==> src/sa16_pkg.sv <==
// ----------------------------------------------------------------------------
// sa16_pkg
// Types, operation codes and the factorial table for the signed 16-bit ALU.
// ----------------------------------------------------------------------------
package sa16_pkg;

  localparam int unsigned OpW   = 16;
  localparam int unsigned ResW  = 32;
  localparam int unsigned CntW  = 4;
  localparam logic [OpW-1:0] FactLimit = 16'd12;

  typedef enum logic [2:0] {
    FN_ADD  = 3'd0,
    FN_SUB  = 3'd1,
    FN_MUL  = 3'd2,
    FN_FACT = 3'd3,
    FN_DIV  = 3'd4
  } func_t;

  typedef struct packed {
    logic [2:0]            func;
    logic signed [OpW-1:0] operand_a;
    logic signed [OpW-1:0] operand_b;
  } in_item_t;

  typedef struct packed {
    logic signed [ResW-1:0] value;
    logic                   overflow;
    logic                   div_by_zero;
  } out_item_t;

  function automatic logic [ResW-1:0] fact_lut(input logic [3:0] n);
    logic [ResW-1:0] f;
    unique case (n)
      4'd0:    f = 32'd1;
      4'd1:    f = 32'd1;
      4'd2:    f = 32'd2;
      4'd3:    f = 32'd6;
      4'd4:    f = 32'd24;
      4'd5:    f = 32'd120;
      4'd6:    f = 32'd720;
      4'd7:    f = 32'd5040;
      4'd8:    f = 32'd40320;
      4'd9:    f = 32'd362880;
      4'd10:   f = 32'd3628800;
      4'd11:   f = 32'd39916800;
      4'd12:   f = 32'd479001600;
      default: f = 32'd0;
    endcase
    return f;
  endfunction

  function automatic logic [OpW-1:0] mag16(input logic [OpW-1:0] v);
    return v[OpW-1] ? (~v + 16'd1) : v;
  endfunction

endpackage

==> src/sa16_mul.sv <==
// ----------------------------------------------------------------------------
// sa16_mul
// Unsigned 16x16 radix-2 shift-add multiplier, one multiplier bit per cycle.
// ----------------------------------------------------------------------------
module sa16_mul
  import sa16_pkg::*;
(
  input  logic                clk,
  input  logic                rst_n,
  input  logic                start,
  input  logic [OpW-1:0]      mcand,
  input  logic [OpW-1:0]      mplier,
  output logic                busy,
  output logic                done,
  output logic [ResW-1:0]     product
);

  logic            busy_r, busy_nxt;
  logic            done_r, done_nxt;
  logic [CntW-1:0] cnt_r, cnt_nxt;
  logic [ResW-1:0] prod_r, prod_nxt;
  logic [OpW-1:0]  mcand_r, mcand_nxt;
  logic [OpW:0]    upper;

  always_comb begin
    busy_nxt  = busy_r;
    done_nxt  = 1'b0;
    cnt_nxt   = cnt_r;
    prod_nxt  = prod_r;
    mcand_nxt = mcand_r;
    upper     = {1'b0, prod_r[ResW-1:OpW]} + (prod_r[0] ? {1'b0, mcand_r} : '0);
    if (start) begin
      busy_nxt  = 1'b1;
      cnt_nxt   = '0;
      prod_nxt  = {{OpW{1'b0}}, mplier};
      mcand_nxt = mcand;
    end else if (busy_r) begin
      prod_nxt = {upper, prod_r[OpW-1:1]};
      cnt_nxt  = cnt_r + 1'b1;
      if (cnt_r == '1) begin
        busy_nxt = 1'b0;
        done_nxt = 1'b1;
      end
    end
  end

  always_ff @(posedge clk) begin
    if (!rst_n) begin
      busy_r <= 1'b0;
      done_r <= 1'b0;
      cnt_r  <= '0;
    end else begin
      busy_r <= busy_nxt;
      done_r <= done_nxt;
      cnt_r  <= cnt_nxt;
    end
  end

  always_ff @(posedge clk) begin
    prod_r  <= prod_nxt;
    mcand_r <= mcand_nxt;
  end

  assign busy    = busy_r;
  assign done    = done_r;
  assign product = prod_r;

endmodule

==> src/sa16_div.sv <==
// ----------------------------------------------------------------------------
// sa16_div
// Unsigned 16-bit restoring divider, one quotient bit per cycle.
// ----------------------------------------------------------------------------
module sa16_div
  import sa16_pkg::*;
(
  input  logic           clk,
  input  logic           rst_n,
  input  logic           start,
  input  logic [OpW-1:0] dividend,
  input  logic [OpW-1:0] divisor,
  output logic           busy,
  output logic           done,
  output logic [OpW-1:0] quotient
);

  logic            busy_r, busy_nxt;
  logic            done_r, done_nxt;
  logic [CntW-1:0] cnt_r, cnt_nxt;
  logic [OpW-1:0]  rem_r, rem_nxt;
  logic [OpW-1:0]  quo_r, quo_nxt;
  logic [OpW-1:0]  dvs_r, dvs_nxt;
  logic [OpW:0]    diff;

  always_comb begin
    busy_nxt = busy_r;
    done_nxt = 1'b0;
    cnt_nxt  = cnt_r;
    rem_nxt  = rem_r;
    quo_nxt  = quo_r;
    dvs_nxt  = dvs_r;
    diff     = {rem_r, quo_r[OpW-1]} - {1'b0, dvs_r};
    if (start) begin
      busy_nxt = 1'b1;
      cnt_nxt  = '0;
      rem_nxt  = '0;
      quo_nxt  = dividend;
      dvs_nxt  = divisor;
    end else if (busy_r) begin
      if (!diff[OpW]) begin
        rem_nxt = diff[OpW-1:0];
        quo_nxt = {quo_r[OpW-2:0], 1'b1};
      end else begin
        rem_nxt = {rem_r[OpW-2:0], quo_r[OpW-1]};
        quo_nxt = {quo_r[OpW-2:0], 1'b0};
      end
      cnt_nxt = cnt_r + 1'b1;
      if (cnt_r == '1) begin
        busy_nxt = 1'b0;
        done_nxt = 1'b1;
      end
    end
  end

  always_ff @(posedge clk) begin
    if (!rst_n) begin
      busy_r <= 1'b0;
      done_r <= 1'b0;
      cnt_r  <= '0;
    end else begin
      busy_r <= busy_nxt;
      done_r <= done_nxt;
      cnt_r  <= cnt_nxt;
    end
  end

  always_ff @(posedge clk) begin
    rem_r <= rem_nxt;
    quo_r <= quo_nxt;
    dvs_r <= dvs_nxt;
  end

  assign busy     = busy_r;
  assign done     = done_r;
  assign quotient = quo_r;

endmodule

==> src/signed_alu_16bit.sv <==
// ----------------------------------------------------------------------------
// signed_alu_16bit
// Signed 16-bit ALU: add, subtract, multiply, factorial, divide.
// ----------------------------------------------------------------------------
// Input channel in_valid/in_stall/in_data carries func, operand_a, operand_b.
// Result channel out_valid/out_stall/out_data carries value, overflow and
// div_by_zero, exactly one result per accepted item.
// One item is in work at a time; in_stall is high from acceptance until the
// result moves into the output register.
// Add, subtract, factorial, unused codes and divide by zero: the result is
// formed into the work register at acceptance, then moves to the output
// register. Multiply and divide: 16 steps of a bit-serial shift-add or
// restoring unit fill the work register, then the result moves on; no new
// item is taken until the result has left the work register.
// The output register holds its item while out_stall is high; a finished
// result waits in the work register until the output register frees, and
// the next item can be accepted while the previous result is still held.
// Synchronous active-low reset empties the block; no clearing pass.
// ----------------------------------------------------------------------------
module signed_alu_16bit
  import sa16_pkg::*;
(
  input  logic      clk,
  input  logic      rst_n,
  input  logic      in_valid,
  output logic      in_stall,
  input  in_item_t  in_data,
  output logic      out_valid,
  input  logic      out_stall,
  output out_item_t out_data
);

  typedef enum logic [2:0] {
    ST_IDLE = 3'b001,
    ST_RUN  = 3'b010,
    ST_DONE = 3'b100
  } state_t;

  state_t    state_r, state_nxt;
  logic      neg_r, neg_nxt;
  logic      is_div_r, is_div_nxt;
  out_item_t res_r, res_nxt;
  logic      out_valid_r, out_valid_nxt;
  out_item_t out_data_r, out_data_nxt;

  logic            accept;
  logic [OpW-1:0]  mag_a, mag_b;
  logic [OpW:0]    sum17;
  logic            fact_oor;
  logic            mul_start, div_start;
  logic            mul_busy, mul_done, div_busy, div_done;
  logic [ResW-1:0] product;
  logic [OpW-1:0]  quotient, q16;
  logic            out_free;

  assign accept   = in_valid && !in_stall;
  assign in_stall = (state_r != ST_IDLE);
  assign mag_a    = mag16(in_data.operand_a);
  assign mag_b    = mag16(in_data.operand_b);
  assign fact_oor = in_data.operand_a[OpW-1] ||
                    ($unsigned(in_data.operand_a) > FactLimit);
  assign mul_start = accept && (in_data.func == FN_MUL);
  assign div_start = accept && (in_data.func == FN_DIV) && (in_data.operand_b != '0);
  assign q16      = neg_r ? (~quotient + 16'd1) : quotient;
  assign out_free = !out_valid_r || !out_stall;

  sa16_mul u_mul (
    .clk     (clk),
    .rst_n   (rst_n),
    .start   (mul_start),
    .mcand   (mag_a),
    .mplier  (mag_b),
    .busy    (mul_busy),
    .done    (mul_done),
    .product (product)
  );

  sa16_div u_div (
    .clk      (clk),
    .rst_n    (rst_n),
    .start    (div_start),
    .dividend (mag_a),
    .divisor  (mag_b),
    .busy     (div_busy),
    .done     (div_done),
    .quotient (quotient)
  );

  always_comb begin
    state_nxt     = state_r;
    neg_nxt       = neg_r;
    is_div_nxt    = is_div_r;
    res_nxt       = res_r;
    out_valid_nxt = out_valid_r && out_stall;
    out_data_nxt  = out_data_r;
    sum17         = '0;
    unique case (state_r)
      ST_IDLE: begin
        if (accept) begin
          res_nxt    = '0;
          neg_nxt    = in_data.operand_a[OpW-1] ^ in_data.operand_b[OpW-1];
          is_div_nxt = (in_data.func == FN_DIV);
          state_nxt  = ST_DONE;
          unique case (in_data.func)
            FN_ADD, FN_SUB: begin
              if (in_data.func == FN_ADD) begin
                sum17 = {in_data.operand_a[OpW-1], in_data.operand_a} +
                        {in_data.operand_b[OpW-1], in_data.operand_b};
              end else begin
                sum17 = {in_data.operand_a[OpW-1], in_data.operand_a} -
                        {in_data.operand_b[OpW-1], in_data.operand_b};
              end
              res_nxt.value    = {{(ResW-OpW){sum17[OpW-1]}}, sum17[OpW-1:0]};
              res_nxt.overflow = sum17[OpW] ^ sum17[OpW-1];
            end
            FN_MUL: begin
              state_nxt = ST_RUN;
            end
            FN_FACT: begin
              if (fact_oor) begin
                res_nxt.overflow = 1'b1;
              end else begin
                res_nxt.value = fact_lut(in_data.operand_a[3:0]);
              end
            end
            FN_DIV: begin
              if (in_data.operand_b == '0) begin
                res_nxt.div_by_zero = 1'b1;
              end else begin
                state_nxt = ST_RUN;
              end
            end
            default: ;
          endcase
        end
      end
      ST_RUN: begin
        if (is_div_r && div_done) begin
          res_nxt.value = {{(ResW-OpW){q16[OpW-1]}}, q16};
          state_nxt     = ST_DONE;
        end else if (!is_div_r && mul_done) begin
          res_nxt.value = neg_r ? (~product + 32'd1) : product;
          state_nxt     = ST_DONE;
        end
      end
      ST_DONE: begin
        if (out_free) begin
          out_valid_nxt = 1'b1;
          out_data_nxt  = res_r;
          state_nxt     = ST_IDLE;
        end
      end
      default: state_nxt = ST_IDLE;
    endcase
  end

  always_ff @(posedge clk) begin
    if (!rst_n) begin
      state_r     <= ST_IDLE;
      out_valid_r <= 1'b0;
    end else begin
      state_r     <= state_nxt;
      out_valid_r <= out_valid_nxt;
    end
  end

  always_ff @(posedge clk) begin
    neg_r      <= neg_nxt;
    is_div_r   <= is_div_nxt;
    res_r      <= res_nxt;
    out_data_r <= out_data_nxt;
  end

  assign out_valid = out_valid_r;
  assign out_data  = out_data_r;

`ifndef SYNTHESIS
  a_unit_start_idle: assert property (@(posedge clk) disable iff (!rst_n)
    (mul_start || div_start) |-> (!mul_busy && !div_busy))
    else $error("serial unit started while busy");

  a_done_in_run: assert property (@(posedge clk) disable iff (!rst_n)
    (mul_done || div_done) |-> (state_r == ST_RUN))
    else $error("serial unit finished outside run state");

  a_run_has_unit: assert property (@(posedge clk) disable iff (!rst_n)
    (state_r == ST_RUN) |-> (mul_busy || div_busy || mul_done || div_done))
    else $error("run state with no unit at work");

  a_flags_exclusive: assert property (@(posedge clk) disable iff (!rst_n)
    out_valid |-> !(out_data.overflow && out_data.div_by_zero))
    else $error("overflow and divide-by-zero both set");
`endif

endmodule

==> config.mk <==
export PLATFORM = sky130hd
export DESIGN_NAME = signed_alu_16bit
export DESIGN_NICKNAME = d
export VERILOG_FILES = /design/src/sa16_pkg.sv /design/src/sa16_mul.sv /design/src/sa16_div.sv /design/src/signed_alu_16bit.sv
export SDC_FILE = /design/constraint.sdc
export NUM_CORES = 1
export LEC_CHECK = 0
export ABC_AREA = 1
export BUFFER_PORTS_ARGS = -buffer_cell sky130_fd_sc_hd__buf_2
export CAP_MARGIN = 25
export CORE_MARGIN = 2
export CORE_UTILIZATION = 35
export DETAILED_ROUTE_END_ITERATION = 7
export PLACE_DENSITY = 0.55
export SLEW_MARGIN = 20
export SYNTH_ARGS = -nofsm -noshare
export SYNTH_HDL_FRONTEND = slang
export SYNTH_SLANG_ARGS = --single-unit
==> constraint.sdc <==
create_clock -name clk -period 4.7 [get_ports clk]
set_input_delay 0.47 -clock clk [delete_from_list [all_inputs] [get_ports clk]]
set_output_delay 0.47 -clock clk [all_outputs]
set_load 0.1 [all_outputs]
; After elaboration in Yosys (flattened, before gate mapping)
; Memories as Yosys holds them, arrays and structs flattened.
; Index checks and enable logic that the tools add are counted.
[word_totals]
output_inout_bits = 36
reg_bits = 182
mem_bits_ro = 448
inputBits = 39
mem_count = 1
elab_cells = 125
[classes]
n_mux = 41
reduce_logical = 28
n_bitwise = 9
add_sub_neg = 10
n_eq_ne = 13
order_cmp = 1
[memory_table]
columns = name, depth, word_bits, read_ports, rd_clocked_by_memory_dff, write_ports, line_no
row1 = (name not given), 16, 28, 1, 0, 0, sa16_pkg.sv:34  ; unique case (n)
[op_table]
columns = op, count
row1 = 16-bit 2-to-1 mux, 9
row2 = 32-bit 2-to-1 mux, 4
row3 = 17-bit 2-to-1 mux, 4
row4 = 33-bit one-hot mux with 2 select lines, 1
row5 = 32-bit one-hot mux with 2 select lines, 1
row6 = "16-bit by 1-bit adder with 16-bit output, second input constant", 3
row7 = 16-bit inverter, 3
row8 = 16-bit by 16-bit adder with 17-bit output, 2
row9 = 34-bit 2-to-1 mux, 1
row10 = "32-bit by 1-bit adder with 32-bit output, second input constant", 1
row11 = 32-bit inverter, 1
row12 = 16-bit by 16-bit subtractor with 17-bit output, 1
row13 = 17-bit by 16-bit subtractor with 17-bit output, 1
row14 = "16-bit by 4-bit greater-than comparator with 1-bit output, second input constant", 1
row15 = 16-bit zero test, 1
row16 = 16-bit nonzero test, 1
row17 = 3-bit 2-to-1 mux, 5
row18 = 1-bit 2-to-1 mux, 14
row19 = "3-bit by 2-bit == test with 1-bit output, second input constant", 3
row20 = 3-bit one-hot mux with 3 select lines, 1
row21 = "4-bit by 1-bit adder with 4-bit output, second input constant", 2
row22 = "4-bit == test, second input constant", 2
row23 = 1-bit logical AND, 7
row24 = "3-bit by 1-bit == test with 1-bit output, second input constant", 2
row25 = 15 further kinds, 31

; Depth between registers and ports, before layout
; Gate-level depths: netlist of the first run.
[depth]
word_depth = 9
depth_mapped = 24

; Modules after synthesis
; From an unflattened synthesis of the first run, not the netlist that was laid out.
[unflattened]
hier_cells = 1815
area_unflattened_um2 = 12982.5
[modules_own_cells]
columns = module, instances, seq_area_each_um2, cells_each, area_each_um2
row1 = signed_alu_16bit, 1, 2182.1, 944, 6662.6
row2 = sa16_div, 1, 1401.3, 460, 3250.6
row3 = sa16_mul, 1, 1401.3, 411, 3069.2

; Worst setup path after synthesis of the first run
; No wires, ideal clock.
[synth_path]
path_kind = flip-flop to flip-flop
startpoint = register state_r[1]
endpoint = register res_r[10] in the netlist's numbering (enable)
setup_slack_ns = 1.041
stages_incl_launch_ff = 4
t_arrival_ns = 3.225
setup_ns = 0.434
period_less_slack_ns = 3.659
cell_sequence = dfxtp_1 -> inv_1 -> nand3_1 -> a21oi_1
[synth_between]
elab_chain_cells = 5
word_cells_on_any_way = 9
cone_classes = eq/ne: 5 / reduce/logical: 4
[synth_lines]
columns = item, line_no
row1 = from (decl), signed_alu_16bit.sv:39  ; state_t state_r, state_nxt;
row2 = from (signal assigned), signed_alu_16bit.sv:162  ; state_r <= state_nxt;
row3 = 3-bit by 1-bit inequality test with 1-bit output, signed_alu_16bit.sv:57  ; assign in_stall = (state_r != ST_IDLE);
row4 = named net in_stall, signed_alu_16bit.sv:26  ; output logic in_stall,
row5 = 1-bit zero test, signed_alu_16bit.sv:56  ; assign accept = in_valid && !in_stall;
row6 = 1-bit logical AND, signed_alu_16bit.sv:56
row7 = 2-bit inequality test (no source line), --
row8 = 3-bit AND reduction (no source line), --
row9 = to (signal assigned), signed_alu_16bit.sv:170  ; res_r <= res_nxt;
row10 = to (decl), signed_alu_16bit.sv:42  ; out_item_t res_r, res_nxt;
; The timed path passes the listed nets, and every way through them passes these cells.
; A chain may end at the register's enable or synchronous reset.

==> results.tsv, run 1 <==
metric	value	unit
clk_lat worst skew	0.46	ns
Worst R2R Start	u_mul.product[0]	
WL met3	1550	µm
Avg Vias per Cell	5.08	
clock root cell	clkbuf_16	
M1 WL	18000	µm
clock buffer count from CTS	17	
cell area power density	354	mW/mm²
Fin Clk Skew	0.0242	ns
height of the die	196	µm
Sw Pwr	0.00194	W
FF+latch count, synth	182	
Leak	6.58	nW
clock-pin slew on the worst setup and hold paths	0.08	ns
Tot GR Track Use	0.205	
antenna cells	0	
Tmin final	3.11	ns
pre-CTS setup slack	1.13	ns
fraction of registers with async set/reset	0	
Max FO, Critical Path	26	
Placer Congestion	0.880	
EDFF count, synth	134	
wirelength, routed	38700	µm
Max Cap Violations	0	
top post-synthesis cells by area	edfxtp_1 (31%), nand2_1 (16%), dfxtp_1 (7.4%), ha_1 (6.1%), inv_1 (6.1%)	
Layout Nets	1928	
Core ar.	0.0364	mm²
Netlist cell types	57	
CTS tree	built	
fmax	0.321	GHz
sequential area share after synthesis	0.386	
prevailing post-synth register cell	edfxtp_1	
synthesized netlist cell count	1763	
CTS Buffer Depth	2	
Comb power frac	0.300	
Fillers	3832	
endpoints failing setup	0	
status	finished clean	
pin count of the biggest net entering global routing	49	
syn_nets	1868	
Overflow after GRT	0	
Die W	196	µm
Synth-to-Final Area Change	11.1	%
Post-synth top cells	nand2_1 (556), inv_1 (208), nor2_1 (148)	
Hold/Removal Path Class	input pin to register	
clock sink count	182	
top cell type's share of synthesized area	0.312	
vias in the first global route	11100	
hold_sp	in_data[0]	
post-DP HPWL	30700	µm
share of layout cells above drive strength 1	0.112	
H-tree Lvls	4	
Mean Syn Cell Area	7.32	µm²
Port Buffers	74	
post_cts resized	0	
DRT Pass-1 Iters	5	
postcts setup bufs	0	
Yosys top cell by area	edfxtp_1	
Final ANT Viol Nets	0	
Ports	75	
antenna violations before repair	0	
Via Count	11700	
Synth Warn #	0	
Worst EP required	4.91	ns
TNS Setup	0	ns
Final Cycle Share	0.662	
VDD IR-drop max	305	µV
worst setup margin	1.59	ns
cts hold-fix bufs	0	
met2 wire length	18100	µm
CP Capture Type	register	
die area	0.0384	mm²
slew margin rel.	0.429	
Sequential Power Share	0.413	
sw frac	0.383	
initial detailed-routing violation count	975	
initial cell density of the core	0.354	
first-pass GRT wire length	60800	µm
drc violations	0	
num rows	70	
WS Path Type	input pin to register	
max-slew violations	0	
Critical Path Source Type	input pin	
synthesized cell area	0.0129	mm²
crit path DAT	3.32	ns
RSZ-0062 raised after global routing	false	
slew of the pin with the lowest slew margin	0.845	ns
Clock power frac	0.287	
most common cell in the netlist	nand2_1	
final hold viol count	0	
top sig layer	met4	
WL/cell	16.8	µm
crit path from	in_data[33]	
Int Pwr	0.00313	W
-- routing by layer --
metal | track usage | up-vias
li1 | - | 5907
met1 | 0.276 | 5441
met2 | 0.344 | 300
met3 | 0.0260 | 48
met4 | 0.0659 | 0
met5 | 0 | -
-- cell families (layout without fill, tap and decap cells) --
group / Yosys count / in the layout / synth area share
xor gates and xnor gates: 38 / 38 / 0.0258
buffers and inverters: 264 / 337 / 0.0839
and+or+nand+nor: 966 / 966 / 0.331
AOI/OAI and AO/OA: 247 / 247 / 0.107
adders and majority gates: 66 / 66 / 0.0658
DFF: 182 / 182 / 0.386
-- sequential cells by signal, indices dropped and copies added, names as in the netlist --
name / cells
u_div.dvs_r: 16
u_mul.cnt_r: 4
u_div.done: 1
out_valid: 1
u_div.quotient: 16
neg_r: 1
out_data: 34
u_mul.done: 1
u_mul.mcand_r: 16
u_mul.product: 32
u_div.cnt_r: 4
is_div_r: 1
u_mul.busy: 1
state_r: 3
u_div.rem_r: 16
res_r: 34
u_div.busy: 1
-- final timing paths --
check / end / cells after the start / slack, ns
setup / recovery: res_r[30] / 16 / 1.59
hold / removal: u_div.dvs_r[0] / 1 / 0.28
setup reg to reg: u_mul.product[25] / 14 / 1.89
hold reg to reg: out_data[7] / 0 / 0.42
-- worst max-delay path, cell delays in order --
cell and delay, ns:
buf_2 0.14, nor2_2 0.14, nand2_2 0.19, inv_1 0.49, o21ai_0 0.19, ha_1 0.39
a21oi_1 0.20, o21ai_1 0.14, a21oi_1 0.28, nand2_2 0.09, nand2_1 0.07, nand2_1 0.07
nand2_2 0.22, nand2_1 0.10, inv_2 0.09, nand2_1 0.05
-- per-stage QoR --
step	instance area (µm²)	hold slack (ns)	total power (W)	instances	utilization
after floorplan	12900	0.400	0.00320	1763	-
after global placement	13700	0.403	0.00363	2270	0.376
after detailed placement	13700	0.405	0.00364	2270	0.376
after CTS	14300	0.259	0.00511	2302	0.392
after global routing	14300	0.264	0.00539	2304	0.393
final	14300	0.279	0.00508	2304	0.393
-- power by group through the flow --
| stage | sequential, W | clock (W) | combinational [W] |
|---|---|---|---|
| after floorplan | 0.00216 | 0 | 0.00105 |
| after global placement | 0.00214 | 0 | 0.00149 |
| after detailed placement | 0.00214 | 0 | 0.00150 |
| after CTS | 0.00210 | 0.00150 | 0.00151 |
| after global routing | 0.00212 | 0.00155 | 0.00172 |
| final | 0.00210 | 0.00146 | 0.00152 |
-- layout make-up --
| class | count | area, µm² | area share |
|---|---|---|---|
| well taps | 468 | 586 | 0.0408 |
| flip-flops and latches | 182 | 4980 | 0.348 |
| inverters | 224 | 847 | 0.0591 |
| multi-input cells | 1317 | 6860 | 0.479 |
| clock buffers | 17 | 425 | 0.0297 |
| repair buffers | 81 | 450 | 0.0314 |
| clock inverters | 15 | 180 | 0.0126 |
-- layout by cell type (no fill, tap or decap), types with 17 or more instances in the layout --
cell type  netlist  routed
clkbuf_16        0      17
nand4_1         19      19
dfxtp_1         48      48
inv_1          208     208
nand2_1        556     556
o21ai_0         89      89
o21ai_1         33      33
ha_1            63      63
xor2_1          28      28
edfxtp_1       134     134
nor2_1         148     148
nor3_1          17      17
buf_2           10      74
nand2_2         28      28
a21oi_1         70      68
nand3_1        133     133
Power figures use the tool's default switching activity.
==> run 2, diff against run 1 <==
--- a/config.mk
+++ b/config.mk
@@ -5,13 +5,13 @@
 export SDC_FILE = /design/constraint.sdc
 export NUM_CORES = 1
 export LEC_CHECK = 0
-export ABC_AREA = 1
+export ABC_AREA = 0
 export BUFFER_PORTS_ARGS = -buffer_cell sky130_fd_sc_hd__buf_2
 export CAP_MARGIN = 25
 export CORE_MARGIN = 2
 export CORE_UTILIZATION = 35
 export DETAILED_ROUTE_END_ITERATION = 7
-export PLACE_DENSITY = 0.55
+export PLACE_DENSITY = 0.57
 export SLEW_MARGIN = 20
 export SYNTH_ARGS = -nofsm -noshare
 export SYNTH_HDL_FRONTEND = slang
==> constraint.sdc (replaced) <==
create_clock -name clk -period 2.8 [get_ports clk]
set_input_delay 0.28 -clock clk [delete_from_list [all_inputs] [get_ports clk]]
set_output_delay 0.28 -clock clk [all_outputs]
set_load 0.1 [all_outputs]
==> run 2 against run 1 <==
  * The run now ends with negative setup slack left
  * Critical path depth rose by 3
  * Clock skew fell by 0.012 ns
  * Hold slack got worse by 0.15 ns
  * Synthesized cell count fell by 36%
  * Clock power rose by 66%
  * Synthesized area fell by 12%
  * Sequential share of layout area fell by 1.3 points
  * Global-route usage fell by 1.1 points
  * Design area rose by 4.0%
  * Routed wire length fell by 15%
  * Highest routed layer unchanged
==> results.tsv, run 2 <==
metric	value	unit	change
Hold/Removal Path Class	input pin to register		
vias in the first global route	8830		-20%
antenna violations before repair	0		unchanged
slew of the pin with the lowest slew margin	0.686	ns	-0.159 ns
Max Cap Violations	0		unchanged
crit path capture	res_r[17]		
RSZ-0062 raised after global routing	true		
first-pass GRT wire length	50000	µm	-18%
CP Capture Type	register		
post-DP HPWL	25600	µm	-17%
commonest cells after routing, fill and taps aside	buf_4 (172), edfxtp_1 (134), nand2_1 (106)		
CP cell instances	buf_6 -> or3_4 -> or3_4 -> or3_4 -> or3_4 -> buf_4 -> buf_6 -> nand2_4 -> xnor2_4 -> ha_4 -> a31o_4 -> o22ai_4 -> a31oi_4 -> xnor2_2 -> buf_4 -> nor2_2 -> a21oi_2 -> buf_12 -> o211ai_1		
antenna cells	0		unchanged
Worst R2R Start	u_mul.product[13]		
Hold Path Cell Cnt	3		+2
CTS tree	built		
max-slew violations	0		unchanged
Worst EP required	2.98	ns	-1.93 ns
Port Buffers	74		unchanged
pin count of the biggest net entering global routing	35		-29%
pre-CTS setup slack	-1.35	ns	-2.48 ns
WS Path Type	input pin to register		
Critical Path Source Type	input pin		
Simple-Gate Fraction of Synth Area	0.145		-0.187
Yosys top cell by area	edfxtp_1		
post-synthesis mux area share	0.0508		+0.0508
final hold viol count	0		unchanged
H-tree Lvls	4		unchanged
prevailing post-synth register cell	edfxtp_1		
Fin Hold WS	0.131	ns	-0.148 ns
reg-to-reg slack, setup	0.09	ns	-1.80 ns
capture point of the worst reg-to-reg path	res_r[28]		
Via Count	9470		-19%
worst setup margin	-0.794	ns	-2.38 ns
Ports	75		unchanged
Final Cycle Share	1.28		
clock-pin slew on the worst setup and hold paths	0.08	ns	about the same
Register-to-Register Path Depth	8		-6
synthesized netlist cell count	1136		-36%
slew margin rel.	0.542		+0.112
endpoints failing setup	25		+25
Layout Nets	1479		-23%
cell area power density	673	mW/mm²	+90%
Tot GR Track Use	0.194		-0.0113
failing checks	negative setup slack		
Multi-input gate area	0.00667	mm²	-2.9%
height of the die	185	µm	-5.8%
clk_lat worst skew	0.44	ns	-0.02 ns
commonest non-fill, non-tap cell in the layout	buf_4		
clock buffer count from CTS	17		unchanged
XOR/XNOR share of the synthesized area	0.0986		+0.0728
Tmin final	3.59	ns	
adder-cell share of the synthesized area	0.0743		+0.00857
drc violations	0		unchanged
Placer Congestion	0.985		+12%
Fin Clk Skew	0.0121	ns	-0.0121 ns
initial detailed-routing violation count	735		-25%
crit path DAT	3.78	ns	+0.46 ns
share of layout cells above drive strength 1	0.297		+0.185
Mean Syn Cell Area	10.0	µm²	+37%
EDFF count, synth	134		unchanged
Synth Area in Compound Gates	0.164		+0.0574
Avg Vias per Cell	5.18		+2.0%
Max FO, Critical Path	17		-35%
top cell type's share of synthesized area	0.353		+0.0407
die area	0.0341	mm²	-11%
Die W	185	µm	-5.8%
status	finished, violations left		
Crit path largest cell delay	0.39	ns	-0.10 ns
initial cell density of the core	0.353		-0.000603
crit path from	in_data[2]		
Overflow after GRT	0		unchanged
Fillers	3040		-21%
fraction of registers with async set/reset	0		unchanged
Synth Warn #	0		unchanged
Final ANT Viol Nets	0		unchanged
sequential area share after synthesis	0.437		+0.0504
design area	0.0149	mm²	+4.0%
Synth-to-Final Area Change	30.6	%	
FF+latch count, synth	182		unchanged
placed insts	1775		-22%
synthesized cell area	0.0114	mm²	-12%
Post-synth top cells	edfxtp_1 (134), nand2_1 (110), xnor2_1 (75)		
VDD IR-drop max	430	µV	+41%
top post-synthesis cells by area	edfxtp_1 (35%), dfxtp_1 (8.4%), ha_1 (6.9%), xnor2_1 (5.8%), xor2_1 (3.8%)		
cts hold-fix bufs	0		unchanged
wirelength, routed	32800	µm	-15%
clock root cell	clkbuf_16		
Crit-path slowest cell	or3_4		
most common cell in the netlist	edfxtp_1		
WL/cell	18.0	µm	+7.0%
Reg area	0.00498	mm²	unchanged
largest family of logic cells by synthesized area	compound AO/OA/AOI/OAI gates		
Area after DPL	0.0136	mm²	-0.48%
CTS Buffer Depth	2		unchanged
syn_nets	1241		-34%
DRT Pass-1 Iters	5		unchanged
Worst path most repeated cell	or3_4		
num rows	66		-5.7%
clock sink count	182		unchanged
fmax	0.278	GHz	
Leak	5.93	nW	-10%
Core ar.	0.0323	mm²	-11%
final std cells w/o fill	1829		-21%
final core utilization	0.462		+0.0683
Netlist cell types	81		+42%
==> run 2: layer usage <==
layer  vias to the layer above  track usage  share of wire
li1                       4663            -              -
met1                      4499        0.281           0.48
met2                       271        0.293           0.44
met3                        37       0.0336          0.059
met4                         0       0.0614          0.022
met5                         -            0              0
==> run 2: timing repair <==
item	in CTS	in global routing
setup endpoints to repair	37	51
buffers inserted	7	15
cloned	0	1
gates resized for setup	43	60
pin swaps	15	31
==> run 2: through the flow <==
stage               setup TNS [ns]  total power, W
floorplan                   -18.98         0.00590
global placement            -58.38         0.00713
detailed placement          -59.45         0.00717
CTS                         -15.52         0.00975
global route                -18.94          0.0106
finish                      -16.72          0.0100
==> run 2: cell families after synthesis <==
logic type               Yosys count
buffers and inverters             88
XOR/XNOR                         126
multiplexers                      53
AO/OA/AOI/OAI                    293
flip-flops                       182
adder cells (fa/ha/maj)           66
AND/OR/NAND/NOR                  328
==> run 2: worst max-delay path, delay by kind of cell <==
family,cells,cell delay [ns]
buf+inv,5,0.67
compound gates,5,0.68
simple gates,6,1.55
xor+xnor,2,0.33
fa+ha+maj,1,0.24
==> run 2: how the worst min path moves through the flow <==
| stage | endpoint | from | slack (ns) |
|---|---|---|---|
| after floorplan | u_div.dvs_r[0] | in_data[0] | 0.38 |
| after global placement | out_data[3] | res_r[3] | 0.40 |
| after detailed placement | out_data[9] | res_r[9] | 0.40 |
| after CTS | out_valid | out_stall | 0.12 |
| after global routing | out_valid | out_stall | 0.13 |
| final | out_valid | out_stall | 0.13 |
==> run 2: cell type report <==
cell class / count / area share
multi-input cells: 866 / 0.447
flip-flops and latches: 182 / 0.334
repair buffers: 263 / 0.129
well taps: 442 / 0.0371
clock buffers: 18 / 0.0288
inverters: 44 / 0.0124
clock inverters: 14 / 0.0108
==> run 2: power breakdown <==
group / switching (W) / internal [W]
clock network: 0.00121 / 0.00120
logic: 0.00204 / 0.00200
registers: 0.000344 / 0.00323
==> run 3, diff against run 2 <==
--- a/config.mk
+++ b/config.mk
@@ -12,6 +12,8 @@
 export CORE_UTILIZATION = 35
 export DETAILED_ROUTE_END_ITERATION = 7
 export PLACE_DENSITY = 0.57
+export REMOVE_ABC_BUFFERS = 1
+export SKIP_LAST_GASP = 1
 export SLEW_MARGIN = 20
 export SYNTH_ARGS = -nofsm -noshare
 export SYNTH_HDL_FRONTEND = slang
==> run 3 against run 2 <==
  * The flow still finishes with violations (negative setup slack)
  * Global-route usage up 0.82 points
  * Cell count increased by 0.11%
  * Register-to-register slack worse by 0.07 ns
  * Total power down 2.1%
  * First-iteration DRC count decreased by 1.6%
  * Die area is the same
  * Routed wire length is 3.1% higher
  * Count of clock-buffer cells in the layout grew 2
  * Setup slack gained 0.026 ns
  * Core utilization down 0.43 points
  * Largest power group unchanged
==> results.tsv, run 3 (synthesized netlist as in run 2, its figures left out) <==
metric	value	unit	change
status	finished, violations left		
failing checks	negative setup slack		
Reg area	0.00498	mm²	unchanged
antenna cells	0		unchanged
Via Count	9556		+0.91%
Die W	185	µm	unchanged
Hold Path Cell Cnt	3		unchanged
clock buffer count from CTS	17		unchanged
Leak	5.90	nW	-0.43%
endpoints failing setup	25		unchanged
post-DP HPWL	26500	µm	+3.5%
num rows	66		unchanged
Max FO, Critical Path	5		-12
Layout Nets	1481		+0.14%
CTS Buffer Depth	2		unchanged
CP Capture Type	register		
first-pass GRT wire length	52100	µm	+4.0%
Hold Path Sink	out_valid		
fmax	0.280	GHz	+0.73%
Fin Clk Skew	0.0148	ns	+0.00269 ns
Final ANT Viol Nets	0		unchanged
clock sink count	182		unchanged
antenna violations before repair	1		+1
clk_lat worst skew	0.44	ns	about the same
H-tree Lvls	4		unchanged
vias in the first global route	9239		+4.6%
Clock power frac	0.236		-0.005
wirelength, routed	33900	µm	+3.1%
DRT Pass-1 Iters	5		unchanged
max-slew violations	0		unchanged
Placer Congestion	0.970		-1.5%
die area	0.0341	mm²	unchanged
initial cell density of the core	0.353		unchanged
VDD IR-drop max	386	µV	-10%
clock-pin slew on the worst setup and hold paths	0.07	ns	about the same
Sequential Power Share	0.361		+0.005
Worst R2R Start	u_mul.product[13]		
Overflow after GRT	0		unchanged
WS Path Type	input pin to register		
pre-CTS setup slack	-1.42	ns	-0.0770 ns
final core utilization	0.457		-0.00430
cts hold-fix bufs	0		unchanged
share of layout cells above drive strength 1	0.286		-0.0112
Hold/Removal Path Class	input pin to register		
Int Pwr	0.00636	W	-1.1%
Register-to-Register Path Depth	8		unchanged
Synth-to-Final Area Change	29.4	%	
Port Buffers	74		unchanged
Core ar.	0.0323	mm²	unchanged
crit path DAT	3.74	ns	-0.04 ns
Ports	75		unchanged
Fin Hold WS	0.145	ns	+0.0148 ns
RSZ-0062 raised after global routing	true		
WL/cell	18.5	µm	+3.0%
slew margin rel.	0.618		+0.0759
clock root cell	clkbuf_16		
Tot GR Track Use	0.202		+0.00822
Tmin final	3.57	ns	-0.0261 ns
height of the die	185	µm	unchanged
cell area power density	665	mW/mm²	-1.2%
Comb power frac	0.403		about the same
initial detailed-routing violation count	723		-1.6%
commonest non-fill, non-tap cell in the layout	buf_4		
Final Cycle Share	1.27		-0.00934
Avg Vias per Cell	5.22		+0.80%
Sw Pwr	0.00346	W	-3.9%
commonest cells after routing, fill and taps aside	buf_4 (175), edfxtp_1 (134), nand2_1 (104)		
pin count of the biggest net entering global routing	34		-2.9%
Max Cap Violations	0		unchanged
drc violations	0		unchanged
capture point of the worst reg-to-reg path	res_r[28]		
Fillers	3103		+2.1%
Multi-input gate area	0.00657	mm²	-1.5%
Worst EP required	2.97	ns	about the same
slew of the pin with the lowest slew margin	0.569	ns	-0.117 ns
Critical Path Source Type	input pin		
sw frac	0.352		-0.00675
final hold viol count	0		unchanged
CTS tree	built		
hold_sp	out_stall		
worst setup margin	-0.768	ns	+0.0261 ns
reg-to-reg slack, setup	0.02	ns	-0.07 ns
## run 3: cell types whose count changed in the layout (fill, tap and decap cells not counted), sizes merged
cell	delta
buf	+2
bufinv	+1
clkbuf	+2
clkinv	-1
clkinvlp	+2
inv	-4
## run 3: timing repair
| action | CTS | global route |
|---|---|---|
| setup endpoints to repair | 43 | 48 |
| hold endpoints to repair | 0 | 0 |
| cloned | 2 | 0 |
| resized for setup | 56 | 55 |
| setup buffers | 10 | 5 |
| pin swaps | 25 | 37 |
## run 3: how the worst max path moves through the flow
stage | end | slack [ns] | start | cells after the start
3_3_place_gp | res_r[18] | -1.33 | in_data[1] | 18
5_1_grt | res_r[21] | -0.89 | in_data[2] | 18
3_5_place_dp | res_r[30] | -1.42 | in_data[1] | 18
6_report | res_r[30] | -0.77 | in_data[1] | 19
4_1_cts | res_r[30] | -0.80 | in_data[2] | 18
2_1_floorplan | res_r[26] | -1.37 | in_data[2] | 15
## run 3: through the flow
step | setup TNS [ns] | cell area (µm²) | power [W] | cells
after detailed placement | -61.17 | 13500 | 0.00710 | 1783
after global placement | -56.79 | 13500 | 0.00706 | 1783
after CTS | -16.06 | 14400 | 0.00970 | 1826
after floorplan | -81.54 | 11200 | 0.00584 | 1092
final | -16.07 | 14800 | 0.00982 | 1831
after global routing | -18.85 | 14800 | 0.0104 | 1831
## run 3: critical path: stages
cell	delay [ns]
buf_6	0.11
or3_4	0.36
or3_4	0.34
or3_4	0.34
or3_4	0.35
buf_4	0.15
buf_6	0.12
nand2_4	0.08
xnor2_4	0.14
ha_4	0.24
a31o_4	0.23
o22ai_2	0.17
a31oi_4	0.07
xnor2_2	0.19
nor2_2	0.07
a21oi_2	0.13
buf_6	0.14
buf_6	0.13
o211ai_1	0.10
## run 3: per-layer routing
metal	part of all wire	GRT usage	vias up	routed length, µm
met2	0.44	0.311	262	14800
met4	0.014	0.0474	2	473
met5	0.00032	0	-	11
met1	0.49	0.293	4603	16700
met3	0.055	0.0383	34	1850
li1	-	-	4655	-
## run 3: power groups by stage
stage               registers (W)  clock network (W)  logic (W)
floorplan                 0.00356                  0    0.00228
global placement          0.00359                  0    0.00348
detailed placement        0.00359                  0    0.00351
CTS                       0.00354            0.00237    0.00379
global route              0.00358            0.00248    0.00434
finish                    0.00355            0.00231    0.00396
## run 3: cell type report
class                           count  share of cell area
Clock buffer                       20              0.0296
Clock inverter                     12             0.00805
Inverter                           44              0.0114
Multi-Input combinational cell    866               0.445
Sequential cell                   182               0.337
Tap cell                          442              0.0374
Timing Repair Buffer              265               0.132
